==> src/design/binary_to_decimal_ascii_core_assert.svh <==
// assertion macros for the binary to decimal ascii core
`ifndef BINARY_TO_DECIMAL_ASCII_CORE_ASSERT_SVH
`define BINARY_TO_DECIMAL_ASCII_CORE_ASSERT_SVH

// property must hold at every clock edge out of reset
`define BDAC_ASSERT(lbl, prop, msg) \
  lbl: assert property (@(posedge clk) disable iff (!rst_n) (prop)) else $error(msg);

// expression must never be true out of reset
`define BDAC_NEVER(lbl, expr, msg) \
  lbl: assert property (@(posedge clk) disable iff (!rst_n) !(expr)) else $error(msg);

`endif

==> src/design/bdac_pkg.sv <==
package bdac_pkg;

  localparam int BinWidth   = 32;
  localparam int DigitCount = 10;
  localparam int NibWidth   = 4;
  localparam int BcdWidth   = DigitCount * NibWidth;
  localparam int AsciiWidth = 6;
  localparam int CountWidth = 4;

  localparam logic [AsciiWidth-1:0] AsciiZero = 6'd48;
  localparam logic [CountWidth-1:0] ZeroCap   = 4'd9;
  localparam logic [NibWidth-1:0]   AdjLimit  = 4'd5;
  localparam logic [NibWidth-1:0]   AdjAdd    = 4'd3;

  // one stage of the shift-and-add-3 chain
  typedef struct packed {
    logic                valid;
    logic [BcdWidth-1:0] bcd;
    logic [BinWidth-1:0] bin;
  } cell_t;

  typedef logic [DigitCount-1:0][AsciiWidth-1:0] ascii_row_t;

endpackage

==> src/design/bdac_if.sv <==
// input word channel
interface bdac_in_if import bdac_pkg::*; ();
  logic                valid;
  logic                ready;
  logic [BinWidth-1:0] value;

  modport source (output valid, output value, input ready);
  modport sink (input valid, input value, output ready);
endinterface

// result word channel
interface bdac_out_if import bdac_pkg::*; ();
  logic                  valid;
  logic                  ready;
  logic [AsciiWidth-1:0] ascii_digit_0;
  logic [AsciiWidth-1:0] ascii_digit_1;
  logic [AsciiWidth-1:0] ascii_digit_2;
  logic [AsciiWidth-1:0] ascii_digit_3;
  logic [AsciiWidth-1:0] ascii_digit_4;
  logic [AsciiWidth-1:0] ascii_digit_5;
  logic [AsciiWidth-1:0] ascii_digit_6;
  logic [AsciiWidth-1:0] ascii_digit_7;
  logic [AsciiWidth-1:0] ascii_digit_8;
  logic [AsciiWidth-1:0] ascii_digit_9;
  logic [CountWidth-1:0] leading_zero_count;

  modport source (
    output valid, input ready,
    output ascii_digit_0, output ascii_digit_1, output ascii_digit_2,
    output ascii_digit_3, output ascii_digit_4, output ascii_digit_5,
    output ascii_digit_6, output ascii_digit_7, output ascii_digit_8,
    output ascii_digit_9, output leading_zero_count
  );
  modport sink (
    input valid, output ready,
    input ascii_digit_0, input ascii_digit_1, input ascii_digit_2,
    input ascii_digit_3, input ascii_digit_4, input ascii_digit_5,
    input ascii_digit_6, input ascii_digit_7, input ascii_digit_8,
    input ascii_digit_9, input leading_zero_count
  );
endinterface

==> src/design/binary_to_decimal_ascii_core.sv <==
// Converts an unsigned 32-bit word to ten ASCII decimal digits, billions place
// first with leading zeros kept, plus the number of leading zero digits capped
// at 9. One word is accepted per clock cycle while the output is not stalled.
// The conversion is a chain of 32 registered shift-and-add-3 cells, one input
// bit per cell, and a result is offered from the last cell. A stalled output
// holds the whole chain; it moves when the output register is empty or being taken.
module binary_to_decimal_ascii_core import bdac_pkg::*; (
  input logic  clk,
  input logic  rst_n,
  bdac_in_if.sink    in_word,
  bdac_out_if.source out_word
);

`include "binary_to_decimal_ascii_core_assert.svh"

  cell_t           chain [BinWidth+1];
  logic            adv;
  logic            tail_move;
  ascii_row_t      ascii;
  logic [CountWidth-1:0] zero_cnt;

  // chain advances when the last cell is free or its word is taken
  assign adv           = !chain[BinWidth].valid || out_word.ready;
  assign in_word.ready = adv;

  assign chain[0].valid = in_word.valid;
  assign chain[0].bcd   = '0;
  assign chain[0].bin   = in_word.value;

  // one cell per input bit
  for (genvar i = 0; i < BinWidth; i++) begin : g_cell
    bdac_cell u_cell (
      .clk    (clk),
      .rst_n  (rst_n),
      .en     (adv),
      .cell_i (chain[i]),
      .cell_o (chain[i+1])
    );
  end

  // ascii digits and zero count from the last cell
  bdac_fmt u_fmt (
    .bcd_i      (chain[BinWidth].bcd),
    .ascii_o    (ascii),
    .zero_cnt_o (zero_cnt)
  );

  assign out_word.valid              = chain[BinWidth].valid;
  assign out_word.ascii_digit_0      = ascii[0];
  assign out_word.ascii_digit_1      = ascii[1];
  assign out_word.ascii_digit_2      = ascii[2];
  assign out_word.ascii_digit_3      = ascii[3];
  assign out_word.ascii_digit_4      = ascii[4];
  assign out_word.ascii_digit_5      = ascii[5];
  assign out_word.ascii_digit_6      = ascii[6];
  assign out_word.ascii_digit_7      = ascii[7];
  assign out_word.ascii_digit_8      = ascii[8];
  assign out_word.ascii_digit_9      = ascii[9];
  assign out_word.leading_zero_count = zero_cnt;

  // a word moving out of the next to last cell
  assign tail_move = adv && chain[BinWidth-1].valid;

  // checks
  `BDAC_ASSERT(a_tail_fill, $past(tail_move) |-> out_word.valid, "word lost at chain end")
  `BDAC_ASSERT(a_empty_takes, !out_word.valid |-> in_word.ready, "input blocked while empty")
  `BDAC_NEVER(a_top_digit, out_word.valid && ascii[0] > AsciiZero + 6'd4, "billions above 4")
  `BDAC_NEVER(a_units_digit, out_word.valid && ascii[9] > AsciiZero + 6'd9, "units not decimal")

endmodule

==> src/design/bdac_cell.sv <==
module bdac_cell import bdac_pkg::*; (
  input  logic  clk,
  input  logic  rst_n,
  input  logic  en,
  input  cell_t cell_i,
  output cell_t cell_o
);

  logic [BcdWidth-1:0] adj;
  cell_t               cell_nxt;
  cell_t               cell_r;

  // add 3 to every digit of 5 or more, then shift in the next binary bit
  always_comb begin
    adj = cell_i.bcd;
    for (int n = 0; n < DigitCount; n++) begin
      if (cell_i.bcd[n*NibWidth +: NibWidth] >= AdjLimit) begin
        adj[n*NibWidth +: NibWidth] = cell_i.bcd[n*NibWidth +: NibWidth] + AdjAdd;
      end
    end
    cell_nxt.valid = cell_i.valid;
    cell_nxt.bcd   = {adj[BcdWidth-2:0], cell_i.bin[BinWidth-1]};
    cell_nxt.bin   = {cell_i.bin[BinWidth-2:0], 1'b0};
  end

  // valid flag under reset, payload only on advance
  always_ff @(posedge clk) begin
    if (!rst_n) begin
      cell_r.valid <= 1'b0;
    end else if (en) begin
      cell_r.valid <= cell_nxt.valid;
    end
    if (en) begin
      cell_r.bcd <= cell_nxt.bcd;
      cell_r.bin <= cell_nxt.bin;
    end
  end

  assign cell_o = cell_r;

endmodule

==> src/design/bdac_fmt.sv <==
module bdac_fmt import bdac_pkg::*; (
  input  logic [BcdWidth-1:0]   bcd_i,
  output ascii_row_t            ascii_o,
  output logic [CountWidth-1:0] zero_cnt_o
);

  // digit 0 is the most significant nibble
  always_comb begin
    for (int k = 0; k < DigitCount; k++) begin
      ascii_o[k] = AsciiZero
        + {2'b00, bcd_i[(DigitCount-1-k)*NibWidth +: NibWidth]};
    end
  end

  // index of the first nonzero digit, units digit always shown
  always_comb begin
    zero_cnt_o = ZeroCap;
    for (int k = DigitCount-2; k >= 0; k--) begin
      if (bcd_i[(DigitCount-1-k)*NibWidth +: NibWidth] != '0) begin
        zero_cnt_o = CountWidth'(k);
      end
    end
  end

endmodule

==> src/flat_wrapper.sv <==
// flat-port wrapper written by rule: the top's interface ports become plain ports
module binary_to_decimal_ascii_core_flat import bdac_pkg::*;
  (clk, rst_n, in_word_valid, in_word_value, in_word_ready, out_word_valid, out_word_ready, out_word_ascii_digit_0, out_word_ascii_digit_1, out_word_ascii_digit_2, out_word_ascii_digit_3, out_word_ascii_digit_4, out_word_ascii_digit_5, out_word_ascii_digit_6, out_word_ascii_digit_7, out_word_ascii_digit_8, out_word_ascii_digit_9, out_word_leading_zero_count);
  bdac_in_if in_word_i ();
  bdac_out_if out_word_i ();
  input logic clk;
  input logic rst_n;
  input wire logic [$bits(in_word_i.valid)-1:0] in_word_valid;
  input wire logic [$bits(in_word_i.value)-1:0] in_word_value;
  output wire logic [$bits(in_word_i.ready)-1:0] in_word_ready;
  output wire logic [$bits(out_word_i.valid)-1:0] out_word_valid;
  input wire logic [$bits(out_word_i.ready)-1:0] out_word_ready;
  output wire logic [$bits(out_word_i.ascii_digit_0)-1:0] out_word_ascii_digit_0;
  output wire logic [$bits(out_word_i.ascii_digit_1)-1:0] out_word_ascii_digit_1;
  output wire logic [$bits(out_word_i.ascii_digit_2)-1:0] out_word_ascii_digit_2;
  output wire logic [$bits(out_word_i.ascii_digit_3)-1:0] out_word_ascii_digit_3;
  output wire logic [$bits(out_word_i.ascii_digit_4)-1:0] out_word_ascii_digit_4;
  output wire logic [$bits(out_word_i.ascii_digit_5)-1:0] out_word_ascii_digit_5;
  output wire logic [$bits(out_word_i.ascii_digit_6)-1:0] out_word_ascii_digit_6;
  output wire logic [$bits(out_word_i.ascii_digit_7)-1:0] out_word_ascii_digit_7;
  output wire logic [$bits(out_word_i.ascii_digit_8)-1:0] out_word_ascii_digit_8;
  output wire logic [$bits(out_word_i.ascii_digit_9)-1:0] out_word_ascii_digit_9;
  output wire logic [$bits(out_word_i.leading_zero_count)-1:0] out_word_leading_zero_count;
  assign in_word_i.valid = in_word_valid;
  assign in_word_i.value = in_word_value;
  assign in_word_ready = in_word_i.ready;
  assign out_word_valid = out_word_i.valid;
  assign out_word_i.ready = out_word_ready;
  assign out_word_ascii_digit_0 = out_word_i.ascii_digit_0;
  assign out_word_ascii_digit_1 = out_word_i.ascii_digit_1;
  assign out_word_ascii_digit_2 = out_word_i.ascii_digit_2;
  assign out_word_ascii_digit_3 = out_word_i.ascii_digit_3;
  assign out_word_ascii_digit_4 = out_word_i.ascii_digit_4;
  assign out_word_ascii_digit_5 = out_word_i.ascii_digit_5;
  assign out_word_ascii_digit_6 = out_word_i.ascii_digit_6;
  assign out_word_ascii_digit_7 = out_word_i.ascii_digit_7;
  assign out_word_ascii_digit_8 = out_word_i.ascii_digit_8;
  assign out_word_ascii_digit_9 = out_word_i.ascii_digit_9;
  assign out_word_leading_zero_count = out_word_i.leading_zero_count;
  binary_to_decimal_ascii_core u_core (.clk(clk), .rst_n(rst_n), .in_word(in_word_i), .out_word(out_word_i));
endmodule
==> config.mk <==
export PLATFORM = sky130hd
export DESIGN_NAME = binary_to_decimal_ascii_core_flat
export DESIGN_NICKNAME = d
export VERILOG_FILES = /design/src/design/bdac_pkg.sv /design/src/design/bdac_if.sv /design/src/design/binary_to_decimal_ascii_core.sv /design/src/design/bdac_cell.sv /design/src/design/bdac_fmt.sv /design/src/flat_wrapper.sv
export VERILOG_INCLUDE_DIRS = /design/src /design/src/design
export SDC_FILE = /design/constraint.sdc
export NUM_CORES = 1
export LEC_CHECK = 0
export ABC_AREA = 1
export ABC_CLOCK_PERIOD_IN_PS = 11400
export BUFFER_PORTS_ARGS = -buffer_cell sky130_fd_sc_hd__buf_2
export CAP_MARGIN = 20
export CORE_MARGIN = 2
export CORE_UTILIZATION = 63
export DETAILED_ROUTE_END_ITERATION = 16
export PLACE_DENSITY = 0.8
export SYNTH_ARGS = -nofsm -noshare
export SYNTH_HDL_FRONTEND = slang
export SYNTH_SLANG_ARGS = --single-unit
==> constraint.sdc <==
create_clock -name clk -period 11.4 [get_ports clk]
set_input_delay 0.57 -clock clk [delete_from_list [all_inputs] [get_ports clk]]
set_output_delay 0.57 -clock clk [all_outputs]
set_load 0.03 [all_outputs]
==> reports/metrics.cfg <==
[status]
status=complete, no violations

[power]
power.share.clock=0.251
ir_worst_vdd_v=0.0001622
p_leak_nw=24.28
power_frac_seq=0.480
p_per_area_mw_per_mm2=264.8
p_sw_frac=0.3247
p_comb_frac=0.269
internal_power_mw=10.38
p_sw_mw=4.992
finalPower_mw=15.38

[route]
firstDrtPassIters=8
wire_per_inst_microns=13.65
routed_wl_mm=74.38
drc_errors=0
via_per_inst=5.241
ant_nets=0
drt-initial-drc-count=1653
vias=28559

[timing]
max_slew_margin=0.2190
skew_ns=0.02681
layout_min_cycle_time_ns=3.390
fin_crit_sh=0.2974
max_freq_mhz=295.0
worst_pin_slew_ns=1.171
slew_violations=0
rsz0062_at_grt=false
setup_violations=0
fin_ws_ns=8.010
hold_violations=0
tns_ns=0
holdWs_ns=0.04754

[clocking]
clock_latency_ns=0.70
clock_path_buffers=3
clk_pin_slew_ns=0.06
cts-resized-gates=0
cts_hold_buf=0
cts_setup_buffers=0
cts_max_level=3
cts_inserted_buffers=118
cts_tree=done
cts-root-buf=clkbuf_16
cts_num_sinks=1208

[final_layout]
nets=4625
stdcell_count=5449
final_cell_mix=1176 x edfxtp_1, 545 x inv_1, 414 x nor2_1, 376 x o21ai_0, 371 x a21oi_1
largest_reg_flops=1208
drive_gt1_frac=0.1318
antenna_cells=0
nFillCells=5381
syn_to_final_growth_pct=10.17
mostFrequentLayoutCell=edfxtp_1

[yosys]
synth_edf_count=1176
ys_seq_area_frac=0.6822
syn_area_per_cell_sq_um=12.83
syn-cell-area_sq_mm=0.05271
yosys_warnings=0
synth-seq-cells=1208
ys_types=30
syn_inst=4109
synthFlopType=edfxtp_1
async_flop_share=0

[hold_path]
hold-path-cell-count=1
hold_start=in_word_value[21]
hold_class=in2reg
hold-path-endpoint=u_core.g_cell[0].u_cell.cell_o[22]

[global_route]
grt_max_degree=205
grt.met1_usage=0.1767
use_met2=0.3423
globalRouteMet3Util=0.03343
grt_usage=0.1715
overflow=0
first_global_vias=28503
grt_pass1_wl_mm=122.6
top_usage_layer=met2
antenna_found_initial=0

[worst_setup_path]
worstSetupPathType=reg2reg
r2r-start=u_core.g_cell[31].u_cell.cell_o[72]
cp_max_fo=204
cp.arrival_ns=3.69
rrSetupSlack_ns=8.01
start_kind=flip-flop
crit_top_cell=buf_12
path_cells=inv_1 > nor2_4 > inv_8 > buf_12 > buf_12
worst_setup_path_end_kind=flip-flop
r2r_cells=5
cp_data_required_time_ns=11.70
slowest_delay_ns=0.80
r2r-end=u_core.g_cell[25].u_cell.cell_o[31]
crit_buf_inv=4
crit_family=buffers and inverters
slowest_stage=buf_12

[placed_design]
dp.cells=5230
hpwl_mm=46.11
gp_congestion=0.7696
dp_worst_setup_slack_ns=7.710
io_buffers=81

[floorplanning]
dieArea_sq_mm=0.08599
rows=106
start_util=0.6328
core_sq_mm=0.08329
fp.dieH_microns=293.2
ios=102
die_x_microns=293.2

[flow_run]
cap_violations=0

[power groups by stage]
stage | Sequential (mW) | Clock [mW] | Combinational (mW)
5_1_grt | 7.54 | 4.13 | 4.76
2_1_floorplan | 7.23 | 0 | 3.33
3_5_place_dp | 7.46 | 0 | 4.07
4_1_cts | 7.38 | 3.96 | 4.15
3_3_place_gp | 7.38 | 0 | 3.78
6_report | 7.39 | 3.85 | 4.14
[cells by family after synthesis]
logic type / share of synthesized area
adder cells (fa/ha/maj): 0.07549
flip-flops: 0.6822
AND/OR/NAND/NOR: 0.07176
XOR/XNOR: 0.02576
buffers and inverters: 0.05384
other: 0.00007115
AO/OA/AOI/OAI: 0.09090
[layer usage]
| layer | wire, microns | share of wire |
|---|---|---|
| met1 | 28380 | 0.38 |
| met2 | 41640 | 0.56 |
| met3 | 2661 | 0.036 |
| met4 | 1697 | 0.023 |
| met5 | 0 | 0 |
[worst max path at each step]
stage,startpoint,end,slack (ns),cells after the start
floorplan,out_word_ready,u_core.g_cell[0].u_cell.cell_o[10],2.28,3
global placement,out_word_ready,u_core.g_cell[2].u_cell.cell_o[22],7.74,5
detailed placement,out_word_ready,u_core.g_cell[1].u_cell.cell_o[20],7.71,5
CTS,u_core.g_cell[31].u_cell.cell_o[72],u_core.g_cell[0].u_cell.cell_o[12],8.00,5
global route,u_core.g_cell[31].u_cell.cell_o[72],u_core.g_cell[11].u_cell.cell_o[31],7.70,5
finish,u_core.g_cell[31].u_cell.cell_o[72],u_core.g_cell[25].u_cell.cell_o[31],8.01,5
[stage by stage]
stage	instance area, sq um	util
after floorplan	52780	-
after global placement	54150	0.6502
after detailed placement	54150	0.6502
after CTS	58040	0.6968
after global routing	58060	0.6971
final	58060	0.6971
[cell usage after synthesis, drive strengths merged (3+ instances only)]
cell,instances,area share
inv,623,0.044
nand2,323,0.023
a211oi,80,0.019
or2,79,0.0094
buf,65,0.0092
o21ai,379,0.036
edfxtp,1176,0.67
a21oi,371,0.035
dfxtp,32,0.012
ha,318,0.075
xor2,155,0.026
clkbuf,4,0.00031
nor2,492,0.039
o31ai,3,0.00043
[final cells by class]
class                      count  area [sq um]  area share
multi-input combinational   2228         13980      0.2408
timing repair buffer          92         545.5    0.009395
clock inverter                72         783.3     0.01349
inverter                     623          2346     0.04040
tap                         1080          1351     0.02327
clock buffer                 146          3099     0.05338
sequential                  1208         35950      0.6192
[worst reg2reg max path, delay by kind of cell (launching register included)]
family | cells | cell delay [ns]
buffers and inverters | 4 | 2.38
AND/OR/NAND/NOR | 1 | 0.13
flip-flops | 1 | 0.31
Note: power is estimated with default switching activity, not from simulation.
